==> config.mk <==
export PLATFORM = sky130hd
export DESIGN_NAME = iirdf1_ctrl
export DESIGN_NICKNAME = d
export VERILOG_FILES = /design/src/sv/iirdf1_pkg.sv /design/src/sv/iirdf1_ctrl.sv
export SDC_FILE = /design/constraint.sdc
export NUM_CORES = 1
export LEC_CHECK = 0
export BUFFER_PORTS_ARGS = -buffer_cell sky130_fd_sc_hd__buf_4
export CAP_MARGIN = 15
export CELL_PAD_IN_SITES_DETAIL_PLACEMENT = 0
export CELL_PAD_IN_SITES_GLOBAL_PLACEMENT = 1
export CORE_UTILIZATION = 35
export DETAILED_ROUTE_END_ITERATION = 10
export GPL_ROUTABILITY_DRIVEN = 0
export PLACE_DENSITY_LB_ADDON = 0.05
export SETUP_SLACK_MARGIN = 0.2
export SYNTH_ARGS = -nofsm -noshare
export SYNTH_HDL_FRONTEND = slang
export SYNTH_SLANG_ARGS = --single-unit
==> constraint.sdc <==
create_clock -name clk -period 2.85 [get_ports clk]
set_input_delay 0.4275 -clock clk [delete_from_list [all_inputs] [get_ports clk]]
set_output_delay 0.4275 -clock clk [all_outputs]
set_load 0.1 [all_outputs]
==> src/sv/iirdf1_pkg.sv <==
package iirdf1_pkg;

    // field and storage widths
    localparam int unsigned SAMPLE_W   = 32;
    localparam int unsigned COEFF_W    = 16;
    localparam int unsigned ORDER_W    = 3;
    localparam int unsigned TAP_W      = 3;
    localparam int unsigned HIST_DEPTH = 8;
    localparam int unsigned MAX_ORDER  = 7;
    localparam int unsigned CFG_IDX_W  = 3;
    localparam int unsigned CFG_DATA_W = 64;
    localparam int unsigned CMD_W      = 2;

    // product Q20.28, accumulator holds at most 15 products of magnitude 2^46
    localparam int unsigned PROD_W     = COEFF_W + SAMPLE_W;
    localparam int unsigned ACC_W      = 51;
    // dividend (magnitude plus half divisor), padded to an even bit count
    localparam int unsigned NUM_W      = 52;
    localparam int unsigned DIV_STEPS  = NUM_W / 2;
    localparam int unsigned DIV_CNT_W  = $clog2(DIV_STEPS);

    // item commands
    typedef enum logic [CMD_W-1:0] {
        CMD_FILTER = 2'd0,
        CMD_SHIFT  = 2'd1,
        CMD_SET    = 2'd2,
        CMD_NOP    = 2'd3
    } command_t;

    // configuration register indexes
    localparam logic [CFG_IDX_W-1:0] REG_ORDER = 3'd0;
    localparam logic [CFG_IDX_W-1:0] REG_B_LO  = 3'd1;
    localparam logic [CFG_IDX_W-1:0] REG_B_HI  = 3'd2;
    localparam logic [CFG_IDX_W-1:0] REG_A_LO  = 3'd3;
    localparam logic [CFG_IDX_W-1:0] REG_A_HI  = 3'd4;

    // register reset values
    localparam logic [ORDER_W-1:0]    ORDER_RESET = 3'd1;
    localparam logic [CFG_DATA_W-1:0] A_LO_RESET  = 64'd4096;

    // controller to datapath commands
    typedef struct packed {
        logic             load_item;
        logic             push_in;
        logic             acc_clear;
        logic             mac_issue;
        logic             mac_phase_a;
        logic [TAP_W-1:0] tap;
        logic             div_load;
        logic             div_step;
        logic             finish;
        logic             apply_shift;
        logic             apply_set;
        logic             load_out;
    } dp_cmd_t;

    // datapath to controller status
    typedef struct packed {
        logic [ORDER_W-1:0] order;
    } dp_status_t;

endpackage

==> src/sv/iirdf1_ctrl.sv <==
module iirdf1_ctrl (
    input  logic                  clk,
    input  logic                  rst_n,
    input  logic                  s_valid,
    input  iirdf1_pkg::command_t  s_command,
    output logic                  s_ready,
    output logic                  m_valid,
    input  logic                  m_ready,
    output logic                  cfg_ready,
    input  iirdf1_pkg::dp_status_t status,
    output iirdf1_pkg::dp_cmd_t   cmd
);

    typedef enum logic [9:0] {
        S_IDLE        = 10'b0000000001,
        S_PUSH        = 10'b0000000010,
        S_MAC         = 10'b0000000100,
        S_DRAIN       = 10'b0000001000,
        S_DIVPREP     = 10'b0000010000,
        S_DIV         = 10'b0000100000,
        S_FIN         = 10'b0001000000,
        S_APPLY_SHIFT = 10'b0010000000,
        S_APPLY_SET   = 10'b0100000000,
        S_OUT         = 10'b1000000000
    } state_t;

    state_t                               state_reg, state_next;
    logic [iirdf1_pkg::TAP_W-1:0]         tap_reg, tap_next;
    logic                                 phase_a_reg, phase_a_next;
    logic [iirdf1_pkg::DIV_CNT_W-1:0]     cnt_reg, cnt_next;
    logic                                 m_valid_reg, m_valid_next;

    // next state and command decode
    always_comb
    begin
        state_next   = state_reg;
        tap_next     = tap_reg;
        phase_a_next = phase_a_reg;
        cnt_next     = cnt_reg;
        cmd          = '0;
        cmd.tap      = tap_reg;
        cmd.mac_phase_a = phase_a_reg;

        case (state_reg)
            S_IDLE:
            begin
                if (s_valid)
                begin
                    cmd.load_item = 1'b1;
                    case (s_command)
                        iirdf1_pkg::CMD_FILTER: state_next = S_PUSH;
                        iirdf1_pkg::CMD_SHIFT:  state_next = S_APPLY_SHIFT;
                        iirdf1_pkg::CMD_SET:    state_next = S_APPLY_SET;
                        default:                state_next = S_OUT;
                    endcase
                end
            end
            S_PUSH:
            begin
                cmd.push_in   = 1'b1;
                cmd.acc_clear = 1'b1;
                tap_next      = '0;
                phase_a_next  = 1'b0;
                state_next    = S_MAC;
            end
            S_MAC:
            begin
                // numerator taps 0..N, then denominator taps 1..N
                cmd.mac_issue = 1'b1;
                if (tap_reg == status.order)
                begin
                    if (phase_a_reg || (status.order == '0))
                    begin
                        state_next = S_DRAIN;
                    end
                    else
                    begin
                        phase_a_next = 1'b1;
                        tap_next     = iirdf1_pkg::TAP_W'(1);
                    end
                end
                else
                begin
                    tap_next = tap_reg + iirdf1_pkg::TAP_W'(1);
                end
            end
            S_DRAIN:
            begin
                state_next = S_DIVPREP;
            end
            S_DIVPREP:
            begin
                cmd.div_load = 1'b1;
                cnt_next     = '0;
                state_next   = S_DIV;
            end
            S_DIV:
            begin
                cmd.div_step = 1'b1;
                if (cnt_reg == iirdf1_pkg::DIV_CNT_W'(iirdf1_pkg::DIV_STEPS - 1))
                begin
                    state_next = S_FIN;
                end
                else
                begin
                    cnt_next = cnt_reg + iirdf1_pkg::DIV_CNT_W'(1);
                end
            end
            S_FIN:
            begin
                cmd.finish = 1'b1;
                state_next = S_OUT;
            end
            S_APPLY_SHIFT:
            begin
                cmd.apply_shift = 1'b1;
                state_next      = S_OUT;
            end
            S_APPLY_SET:
            begin
                cmd.apply_set = 1'b1;
                state_next    = S_OUT;
            end
            S_OUT:
            begin
                if (!m_valid_reg || m_ready)
                begin
                    cmd.load_out = 1'b1;
                    state_next   = S_IDLE;
                end
            end
            default:
            begin
                state_next = S_IDLE;
            end
        endcase
    end

    // output beat valid
    always_comb
    begin
        m_valid_next = m_valid_reg & ~m_ready;
        if (cmd.load_out)
        begin
            m_valid_next = 1'b1;
        end
    end

    always_ff @(posedge clk or negedge rst_n)
    begin
        if (!rst_n)
        begin
            state_reg   <= S_IDLE;
            tap_reg     <= '0;
            phase_a_reg <= 1'b0;
            cnt_reg     <= '0;
            m_valid_reg <= 1'b0;
        end
        else
        begin
            state_reg   <= state_next;
            tap_reg     <= tap_next;
            phase_a_reg <= phase_a_next;
            cnt_reg     <= cnt_next;
            m_valid_reg <= m_valid_next;
        end
    end

    assign s_ready   = (state_reg == S_IDLE);
    assign cfg_ready = (state_reg == S_IDLE);
    assign m_valid   = m_valid_reg;

endmodule

# Word level (Yosys, flattened, before mapping)
# Cells that the tools add are included.
totals:
  ff_bits: 20
  output_inout_bits: 17
  word_cells: 70
op_classes:
  add_sub_neg: 2
  n_eq_ne: 22
  n_mux: 27
  n_bitwise: 2
  reduce_logical: 12
ops:
  columns: ["cell", "n"]
  rows:
  - ["one-hot mux 10 bit (8 select lines)", 1]
  - ["2-to-1 mux 10 bit", 5]
  - ["one-hot mux 10 bit (3 select lines)", 1]
  - ["inequality test 2 bit (second input constant)", 7]
  - ["2-to-1 mux 1 bit", 13]
  - ["== test 10 x 1 -> 1 bit (second input constant)", 1]
  - ["== test 10 bit (second input constant)", 1]
  - ["== test 10 x 2 -> 1 bit (second input constant)", 1]
  - ["== test 10 x 3 -> 1 bit (second input constant)", 1]
  - ["== test 10 x 4 -> 1 bit (second input constant)", 1]
  - ["== test 10 x 5 -> 1 bit (second input constant)", 1]
  - ["== test 10 x 6 -> 1 bit (second input constant)", 1]
  - ["== test 10 x 7 -> 1 bit (second input constant)", 1]
  - ["== test 10 x 8 -> 1 bit (second input constant)", 1]
  - ["== test 10 x 9 -> 1 bit (second input constant)", 1]
  - ["one-hot mux 5 bit (2 select lines)", 1]
  - ["2-to-1 mux 3 bit", 2]
  - ["one-hot mux 3 bit (2 select lines)", 1]
  - ["adder 5 x 1 -> 5 bit (second input constant)", 1]
  - ["== test 5 bit (second input constant)", 1]
  - ["2-to-1 mux 5 bit", 1]
  - ["AND reduction 5 bit", 1]
  - ["AND reduction 2 bit", 2]
  - ["nonzero test 2 bit", 2]
  - ["other kinds (15)", 16]

# Longest topological paths before layout
# Gate-level depths: netlist (run 1).
logic_depth:
  ltp_word: 5
  mapped_depth: 7
  mapped_depth_nobuf: 7

# Worst setup path after synthesis (run 1)
# OpenSTA, ideal clock, no wires.
synth_path:
  path_type: "flip-flop to output port"
  from: "register state_reg[7]"
  to: "output port cmd[13] (netlist bit)"
  t_arrival_ns: 2.734
  t_required_ns: 2.423
  setup_slack_ns: -0.311
  path_stages_with_launch: 7
  path_buffers: 0
  path_cell_list: "dfrtp_1 or4_4 nor3_2 nand2_1 inv_1 nand2_2 inv_1"
synth_lines:
  columns: ["item", "line", "text"]
  rows:
  - ["start: declaration", "iirdf1_ctrl.sv:27", "state_t state_reg, state_next;"]
  - ["start signal: assignment", "iirdf1_ctrl.sv:161", "state_reg <= state_next;"]
  - ["end: declaration", "iirdf1_ctrl.sv:11", "output iirdf1_pkg::dp_cmd_t cmd"]

==> impl_metrics.csv, run 1 <==
group,metric,value,unit
die,num_io_pins,26,
hold_path,hp-start,"s_command[1]",
setup_path,arrival,2.13,ns
global_route,first_global_vias,960,
synthesis,synth_top_area_share,38.2,%
setup_path,max_stage_delay,0.61,ns
clocking,clk_latency,0.31,ns
synthesis,synth_edf_count,0,
routing,drtIter0Drc,36,
power_and_ir_drop,power_density,1030,nW/um^2
setup_path,critical_path_class,"reg2out",
clocking,cts_root_buffer,"clkbuf_4",
synthesis,synth_common_cells,"19 x dfrtp_1, 15 x nor2_1, 14 x nand2_1",
cells_and_area,largest_reg_flops,10,
synthesis,syn_area,1240,sq um
synthesis,synth_top_area_cell,"dfrtp_1",
global_route,grt_usage,17.0,%
routing,routed_wl,2.82,mm
clocking,cts_tree,"built",
setup_path,cp-start-kind,"flop",
die,die-area,3800,sq um
routing,firstDrtPassIters,4,
setup_path,r2r_slack,0.88,ns
power_and_ir_drop,power_switching,881,uW
timing,worst_pin_slew,0.562,ns
global_route,grt_antenna_before_repair,0,
cells_and_area,area_growth,28.5,%
setup_path,r2r_end,"tap_reg[0]",
setup_path,path_common_cell,"buf_4",
hold_path,hold_depth,2,
setup_path,crit_required,2.42,ns
place,placed_area,1460,sq um
clocking,clk_path_buf_depth,2,
cells_and_area,final_nets,172,
synthesis,ys_ff_latch,20,
synthesis,ys_seq_area_share,40.3,%
die,placementRows,21,
timing,fin_crit,2.55,ns
routing,wire_per_inst,13.8,um
power_and_ir_drop,vdd_drop_max,0.351,mV
global_route,grt.overflow.total,0,
status,outcome,"complete, no violations",
setup_path,endpoint_kind,"output pin",
routing,vias_per_cell,5.15,
die,initial_utilization,37.0,%
timing,drv_slew,0,
power_and_ir_drop,p_comb_share,61.2,%
cells_and_area,fin_area,1600,sq um
power_and_ir_drop,power_frac_seq,24.6,%
routing,ant_nets,0,
timing,timing.slew.headroom,62.0,%
synthesis,ys_async_sr_fraction,100,%
timing,rsz0062_at_grt,"true",
power_and_ir_drop,clkPwrFrac,14.2,%
setup_path,crit_fanout,8,
setup_path,worstReg2RegStart,"state_reg[7]",
timing,setup_viol,0,
synthesis,yosys.cell_count.top_type,"dfrtp_1",
place,dp_hpwl,2.20,mm
timing,min_period_over_period,89.6,%
cells_and_area,fill_cells,334,
clocking,cts.htree.levels,1,
global_route,grt_pass1_wl,4.64,mm
power_and_ir_drop,swShare,53.3,%
synthesis,synthTopCellsByArea,"dfrtp_1 38%, xor2_1 4.9%, nor2_1 4.5%, nand2_1 4.2%, ha_1 3.0%",
timing,whs,0.288,ns
hold_path,hold_class,"in2reg",
timing,fmax,392,MHz
clocking,cts.clk_slew.worst_paths,0.12,ns
setup_path,cp_slowest_cell,"or4_4",
hold_path,worst_hold_path.endpoint,"state_reg[7]",
timing,hold_viol,0,
place,port_buffers,25,
cells_and_area,drive_above_1_share,35.2,%
setup_path,worstPathCellList,"or4_4 > buf_4 > nor3_4 > buf_4",
timing,finClkSkew,0.00617,ns
die,die_x,61.6,um
clocking,numCtsBuffers,3,
synthesis,ys.flop_type,"dfrtp_1",
power_and_ir_drop,p_int,772,uW
synthesis,synth_nets,143,
global_route,grt_max_degree,21,
cells_and_area,n_antenna_cell,0,
clocking,clkSinkCount,20,
die,die_h,61.6,um
run,cap_violations,0,
synthesis,ys_warn_count,0,
synthesis,synthDistinctLibCells,44,
die,core-area,3360,sq um
synthesis,synth_area_per_cell,9.50,sq um
power_and_ir_drop,p_leak,0.741,nW
synthesis,synth_cells,131,
setup_path,worst_r2r_path_depth,5,
routing,drc,0,
routing,vias,1056,
==> area by class of cell <==
class	instances	area, sq um	share of cell area [%]
Tap cell	46	57.6	3.60
Clock inverter	1	30.0	1.88
Clock buffer	3	22.5	1.41
Timing Repair Buffer	31	268	16.7
Inverter	5	26.3	1.64
Sequential cell	20	505	31.6
Multi-Input combinational cell	99	691	43.2
==> cells by family (layout without fill, tap and decap cells) <==
logic type                 count (synthesis)  in the layout  synth area share, %
xor gates and xnor gates                   8              8                 5.63
and+or+nand+nor                           71             71                 35.5
adders and majority gates                  3              3                 3.02
AOI/OAI and AO/OA                         17             17                 9.95
DFF                                       20             20                 40.3
buffers and inverters                     12             40                 5.63
==> metal layers <==
layer	up-vias	routed length [um]	global-route usage, %
met3	5	69	2.52
met1	519	1360	23.5
met4	0	34	5.71
li1	518	-	-
met5	-	0	0
met2	14	1360	27.3
==> power by group through the flow <==
| stage | sequential, mW | combinational, mW | clock [mW] |
|---|---|---|---|
| 2_1_floorplan | 0.543 | 0.656 | 0 |
| 3_3_place_gp | 0.407 | 0.926 | 0 |
| 3_5_place_dp | 0.410 | 0.935 | 0 |
| 4_1_cts | 0.406 | 0.964 | 0.246 |
| 5_1_grt | 0.417 | 1.07 | 0.257 |
| 6_report | 0.407 | 1.01 | 0.235 |
==> placed cells by master (no fill, tap or decap), drive strengths merged, types with 2 or more instances in the layout <==
cell type	count
xor2	7
inv	3
nand2	15
o21ai	5
nor2	15
or4	2
nor3b	3
nor4	4
clkinvlp	2
clkbuf	3
buf	30
nor2b	5
nand2b	4
ha	3
nor3	6
and4b	3
and3	2
a211oi	2
and2	2
dfrtp	19
nand4	4
nor4b	2
==> what timing repair did <==
item | 4_1_cts | 5_1_grt
endpoints found under the setup margin | 3 | 6
setup buffers | 0 | 4
pin swaps | 0 | 3
resized for setup | 5 | 10
hold buffers | 1 | 0
endpoints found under the hold margin | 19 | 0
==> worst max-delay path, delay by kind of cell, from the launching register on <==
kind,cells,cell delay (ns)
buffers and inverters,2,0.52
flip-flops,1,0.46
AND/OR/NAND/NOR,2,0.85
==> how the worst max path moves through the flow <==
stage / endpoint / cells after the start / startpoint / slack (ns)
after global placement: cmd[13] / 7 / state_reg[7] / 0.50
after global routing: cmd[13] / 6 / state_reg[0] / 0.18
after CTS: cmd[13] / 7 / state_reg[7] / 0.19
after floorplan: cmd[2] / 5 / state_reg[1] / -0.10
final: cmd[4] / 4 / state_reg[3] / 0.30
after detailed placement: cmd[13] / 7 / state_reg[7] / 0.48
==> metrics by stage <==
stage	total power, mW	setup TNS (ns)	utilization [%]	instances	worst slack [ns]
6_report	1.65	0	47.6	205	0.296
5_1_grt	1.75	0	47.6	205	0.181
4_1_cts	1.62	0	45.7	201	0.188
3_5_place_dp	1.34	0	43.3	196	0.480
3_3_place_gp	1.33	0	43.3	196	0.502
2_1_floorplan	1.20	-0.322	-	131	-0.101
Note: power is estimated with default switching activity, not from simulation.
==> run 2: changes to the inputs <==
- CORE_UTILIZATION: 35 -> 36
- clock period: 2.85 -> 2.32 ns (I/O delays scaled with it)
==> run 2 against run 1 <==
Global-route usage rose by 2.0 points. Sequential share of layout area shrank 5.7 points. Sequential power rose by 19%. Wire length increased by 10%. Sequential cell count unchanged. Clock power increased by 23%. Combinational power rose by 55%. Via count is 5.2% higher. Worst hold slack worse by 0.074 ns. First-iteration DRC count fell by 56%. Total power is 42% higher.
==> impl_metrics.csv, run 2 (synthesis results as in run 1) <==
group,metric,value,unit
status,outcome,"complete, no violations",
setup_path,crit_fanout,4,
global_route,grt_antenna_before_repair,0,
die,die-area,3700,sq um
global_route,grt.overflow.total,0,
routing,drc,0,
timing,timing.slew.headroom,73.1,%
setup_path,crit_required,1.97,ns
hold_path,hold_depth,2,
die,placementRows,20,
power_and_ir_drop,power_density,1210,nW/um^2
clocking,cts.clk_slew.worst_paths,0.11,ns
clocking,clk_latency,0.31,ns
hold_path,hold_class,"in2reg",
setup_path,r2r_slack,0.27,ns
setup_path,r2r_end,"tap_reg[0]",
place,detailedPlace.worstSlack,0.199,ns
die,die_x,60.8,um
place,port_buffers,25,
die,die_h,60.8,um
cells_and_area,area_growth,55.9,%
timing,fin_crit,2.29,ns
setup_path,worstReg2RegStart,"state_reg[1]",
cells_and_area,largest_reg_flops,10,
cells_and_area,n_antenna_cell,0,
timing,worst_slack,0.0304,ns
global_route,grt_pass1_wl,5.10,mm
clocking,cts.htree.levels,1,
cells_and_area,utilization,61.1,%
setup_path,crit_start,"state_reg[7]",
timing,setup_viol,0,
cells_and_area,mostFrequentLayoutCell,"buf_4",
hold_path,worst_hold_path.endpoint,"state_reg[8]",
timing,hold_viol,0,
setup_path,max_stage_delay,0.56,ns
setup_path,arrival,1.94,ns
power_and_ir_drop,vdd_drop_max,0.826,mV
clocking,clkSinkCount,20,
timing,finClkSkew,0.0105,ns
global_route,first_global_vias,1131,
setup_path,cp-start-kind,"flop",
routing,drtIter0Drc,16,
place,dp_cells,205,
timing,rsz0062_at_grt,"true",
global_route,grt_usage,19.1,%
power_and_ir_drop,p_leak,0.890,nW
hold_path,hp-start,"s_command[0]",
cells_and_area,final_nets,193,
cells_and_area,fill_cells,288,
routing,routed_wl,3.11,mm
setup_path,critical_path_class,"reg2out",
routing,firstDrtPassIters,4,
run,cap_violations,0,
routing,wire_per_inst,13.9,um
setup_path,cp_slowest_cell,"or4_4",
place,dp_hpwl,2.21,mm
setup_path,endpoint_kind,"output pin",
clocking,cts_tree,"built",
routing,vias,1111,
timing,drv_slew,0,
cells_and_area,final_cell_mix,"38 x buf_4, 19 x dfrtp_1, 12 x nand2_1",
place,placed_area,1600,sq um
timing,worst_pin_slew,0.401,ns
cells_and_area,drive_above_1_share,46.1,%
clocking,clk_path_buf_depth,2,
setup_path,path_common_cell,"clkinvlp_4",
cells_and_area,fin_area,1940,sq um
timing,finalSetupTns,0,ns
setup_path,worstPathCellList,"or4_4 > nor3_4 > nand2_2 > clkinvlp_4 > nand2_4 > clkinvlp_4 > buf_12",
die,core-area,3180,sq um
clocking,cts_root_buffer,"clkbuf_4",
timing,fmax,437,MHz
routing,vias_per_cell,4.96,
die,num_io_pins,26,
setup_path,worst_r2r_path_depth,7,
routing,ant_nets,0,
die,initial_utilization,39.2,%
global_route,grt_max_degree,21,
cells_and_area,fin_cells,224,
clocking,numCtsBuffers,3,
timing,min_period_over_period,98.7,%
-- run 2: cell types whose count changed in the layout (fill, tap and decap cells not counted), moves of 3 or more --
| cell | delta |
|---|---|
| dfrtp_2 | -3 |
| dfrtp_1 | +3 |
| buf_4 | +12 |
| buf_12 | +9 |
| nor2_4 | +4 |
| nor2_1 | -3 |
-- run 2: routing by layer --
metal | vias up | share of wire, % | global-route usage (%)
li1 | 559 | - | -
met1 | 520 | 45 | 23.2
met2 | 26 | 49 | 32.3
met3 | 6 | 3.2 | 2.99
met4 | 0 | 2.5 | 10.4
met5 | - | 0 | 0
-- run 2: critical path, delay by kind of cell (launching register included) --
family | cells | cell delay (ns)
AND/OR/NAND/NOR | 4 | 0.87
flip-flops | 1 | 0.40
buffers and inverters | 3 | 0.37
-- run 2: how the worst max path moves through the flow --
stage | to | slack, ns | cells after the start
after floorplan | cmd[13] | -0.20 | 6
after global placement | cmd[13] | 0.20 | 7
after detailed placement | cmd[13] | 0.20 | 7
after CTS | cmd[13] | -0.05 | 7
after global routing | cmd[13] | -0.07 | 7
final | cmd[13] | 0.03 | 7
-- run 2: cell type report --
type / count / area (sq um) / area share (%)
clock buffer: 3 / 22.5 / 1.16
clock inverter: 1 / 30.0 / 1.55
inverter: 5 / 30.0 / 1.55
multi-input combinational: 99 / 759 / 39.1
sequential: 20 / 502 / 25.9
tap: 44 / 55.1 / 2.84
timing repair buffer: 52 / 542 / 27.9
-- run 2: repair_timing --
item,in CTS,in global routing
hold buffers,1,0
gates resized for setup,39,2
pin swaps,6,2
setup endpoints to repair,12,17
hold endpoints to repair,19,0
setup buffers,12,2
-- run 2: metrics by stage --
stage	total power [mW]	hold slack (ns)
2_1_floorplan	1.59	0.0524
3_3_place_gp	1.76	0.244
3_5_place_dp	1.77	0.247
4_1_cts	2.33	0.203
5_1_grt	2.47	0.186
6_report	2.34	0.214
-- run 2: power breakdown --
group	internal [mW]	switching [mW]	total, mW
registers	0.417	0.0675	0.485
logic	0.576	0.993	1.57
clock network	0.175	0.115	0.289
total	1.17	1.18	2.34
==> run 3: changes to the inputs <==
- ABC_AREA: default -> 1
- CORE_UTILIZATION: 36 -> 35
==> run 3 against run 2 <==
Die area grew 20%. Critical path depth shrank 1. Core utilization shrank 14 points. Global-route usage shrank 0.51 points. Highest routed layer unchanged. Maximum frequency grew 12%. Sequential cell count is the same. Largest power group unchanged. Critical endpoint is now cmd[0]. Design area shrank 3.2%. Count of clock-buffer cells in the layout grew 1. Register-to-register slack gained 0.53 ns. Synthesized cell count grew 60%. Clock power shrank 5%.
==> impl_metrics.csv, run 3 <==
group,metric,value,unit
routing,vias_per_cell,4.84,
synthesis,synth_area_per_cell,7.00,sq um
setup_path,cp-start-kind,"flop",
routing,vias,1395,
synthesis,synth-simple-area-share,42.1,%
clocking,clk_path_buf_depth,2,
cells_and_area,ff_latch_area,503,sq um
synthesis,synth_edf_count,0,
global_route,grt_pass1_wl,6.12,mm
place,dp_cells,280,
global_route,grt_max_degree,21,
timing,whs,0.255,ns
run,cap_violations,0,
cells_and_area,n_antenna_cell,0,
cells_and_area,drive_above_1_share,26.5,%
synthesis,ys_warn_count,0,
status,outcome,"complete, no violations",
timing,finalSetupTns,0,ns
hold_path,hold_class,"in2reg",
timing,worst_pin_slew,0.278,ns
power_and_ir_drop,p_leak,0.966,nW
timing,min_period_over_period,88.3,%
cells_and_area,mostFrequentLayoutCell,"nand2_1",
clocking,cts_root_buffer,"clkbuf_8",
clocking,cts_tree,"built",
place,placed_area,1720,sq um
synthesis,yosys.area_share.adder,2.57,%
die,core-area,4000,sq um
cells_and_area,utilization,47.0,%
die,die-area,4440,sq um
cells_and_area,fin_cells,288,
clocking,clk_latency,0.26,ns
synthesis,synth_common_cells,"49 x nand2_1, 34 x inv_1, 30 x nor2_1",
setup_path,crit_fanout,8,
setup_path,cp_slowest_cell,"dfrtp_1",
cells_and_area,final_cell_mix,"49 x nand2_1, 33 x inv_1, 28 x nor2_1",
synthesis,syn_area,1460,sq um
die,num_io_pins,26,
routing,drc,0,
timing,rsz0062_at_grt,"true",
routing,wire_per_inst,12.4,um
place,detailedPlace.worstSlack,0.437,ns
power_and_ir_drop,vdd_drop_max,0.488,mV
synthesis,yosys.cell_count.top_type,"nand2_1",
setup_path,critical_path_class,"reg2out",
cells_and_area,largest_reg_flops,10,
global_route,grt_antenna_before_repair,0,
power_and_ir_drop,p_int,887,uW
power_and_ir_drop,swShare,55.2,%
synthesis,synth.mux.area_fraction,0,%
die,initial_utilization,36.6,%
timing,fin_crit,2.05,ns
power_and_ir_drop,power_switching,1.09,mW
synthesis,ys_seq_area_share,34.3,%
cells_and_area,fin_area,1880,sq um
die,placementRows,23,
routing,ant_nets,0,
timing,finClkSkew,0.00509,ns
global_route,first_global_vias,1312,
setup_path,path_common_cell,"nor2_4",
setup_path,cpLargestDelayFamily,"simple AND/OR/NAND/NOR gates",
timing,hold_viol,0,
place,port_buffers,25,
synthesis,ys_async_sr_fraction,100,%
power_and_ir_drop,power_frac_seq,23.6,%
synthesis,synthTopCellsByArea,"dfrtp_1 33%, nand2_1 13%, inv_1 8.7%, nor2_1 7.7%, nand3_1 5.1%",
synthesis,synth_top_area_share,32.5,%
setup_path,max_stage_delay,0.44,ns
die,die_h,66.6,um
power_and_ir_drop,p_comb_share,62.5,%
timing,worst_slack,0.272,ns
cells_and_area,area_growth,28.4,%
synthesis,synthDistinctLibCells,31,
timing,setup_viol,0,
synthesis,synth_top_area_cell,"dfrtp_1",
synthesis,ys_ff_latch,20,
synthesis,ys.flop_type,"dfrtp_1",
setup_path,worstPathCellList,"nor2_4 > nand2_2 > nor2_2 > nand2_1 > nor2_4 > buf_6",
place,dp_hpwl,2.89,mm
die,die_x,66.6,um
routing,firstDrtPassIters,4,
synthesis,synth_nets,221,
global_route,grt_usage,18.6,%
timing,fmax,488,MHz
synthesis,synth_compound_area_share,7.10,%
cells_and_area,fill_cells,396,
cells_and_area,final_nets,251,
global_route,grt.overflow.total,0,
power_and_ir_drop,clkPwrFrac,13.9,%
routing,drtIter0Drc,36,
synthesis,synth_top_family_by_area,"simple AND/OR/NAND/NOR gates",
power_and_ir_drop,power_density,1060,nW/um^2
clocking,clkSinkCount,20,
setup_path,arrival,1.70,ns
synthesis,synth_xor_area_share,2.40,%
setup_path,crit_required,1.97,ns
clocking,cts.htree.levels,1,
clocking,cts.clk_slew.worst_paths,0.08,ns
timing,drv_slew,0,
timing,timing.slew.headroom,81.4,%
clocking,numCtsBuffers,3,
cells_and_area,multi_input_area,848,sq um
routing,routed_wl,3.57,mm
setup_path,endpoint_kind,"output pin",
power_and_ir_drop,power.total,1.98,mW
synthesis,synth_cells,209,
setup_path,critPathBufInv,1,
run 3: cell count changes after synthesis, moves of 4 or more:
cell	delta
nand2b_1	-4
nor2_2	+6
inv_1	+29
nand2_1	+35
nor2_1	+15
nor2_4	+4
nor2b_1	-5
xor2_1	-6
nand3_1	+15
run 3: path summary, 6_finish.rpt:
path	depth (start not counted)	start	end	slack [ns]
min in group asynchronous	2	rst_n	state_reg[7]	0.50
min reg2reg	2	phase_a_reg	phase_a_reg	0.53
max in group asynchronous	2	rst_n	state_reg[0]	1.55
min	2	s_command[1]	state_reg[1]	0.26
max reg2reg	8	state_reg[3]	state_reg[9]	0.80
max	6	state_reg[3]	cmd[0]	0.27
run 3: power by group through the flow:
stage | clock network, mW | logic [mW] | registers, mW
2_1_floorplan | 0 | 0.801 | 0.629
3_3_place_gp | 0 | 1.16 | 0.469
3_5_place_dp | 0 | 1.17 | 0.469
4_1_cts | 0.290 | 1.20 | 0.463
5_1_grt | 0.301 | 1.33 | 0.479
6_report | 0.275 | 1.24 | 0.468
run 3: timing repair:
| item | in CTS | in global routing |
|---|---|---|
| pin swaps | 0 | 1 |
| hold buffers | 1 | 0 |
| cloned | 0 | 0 |
| endpoints found under the hold margin | 19 | 0 |
| resized for setup | 5 | 12 |
| setup buffers | 0 | 3 |
| endpoints found under the setup margin | 7 | 10 |
run 3: layer usage:
layer / vias to the layer above / global-route usage (%) / wire length, um
li1: 715 / - / -
met1: 636 / 25.0 / 1690
met2: 36 / 29.7 / 1640
met3: 8 / 3.08 / 168
met4: 0 / 6.38 / 76
met5: - / 0 / 0
run 3: cells by family after synthesis:
family	Yosys count
compound gates	16
xor+xnor	4
fa+ha+maj	3
buf+inv	41
flops	20
simple gates	125
run 3: final cells by class:
type                       instances  share of cell area [%]
multi-input combinational        148                    45.2
inverter                          37                    7.59
clock buffer                       4                    2.93
tap                               50                    3.33
timing repair buffer              29                    14.2
sequential                        20                    26.8
run 3: worst reg2reg max path, cell delays in order, from the launching register on:
cell     delay, ns
dfrtp_1       0.44
nor2_4        0.19
nand2_2       0.18
nor2_2        0.18
nand3_2       0.14
nand2_1       0.11
inv_1         0.04
nand3_1       0.06
o21ai_1       0.06
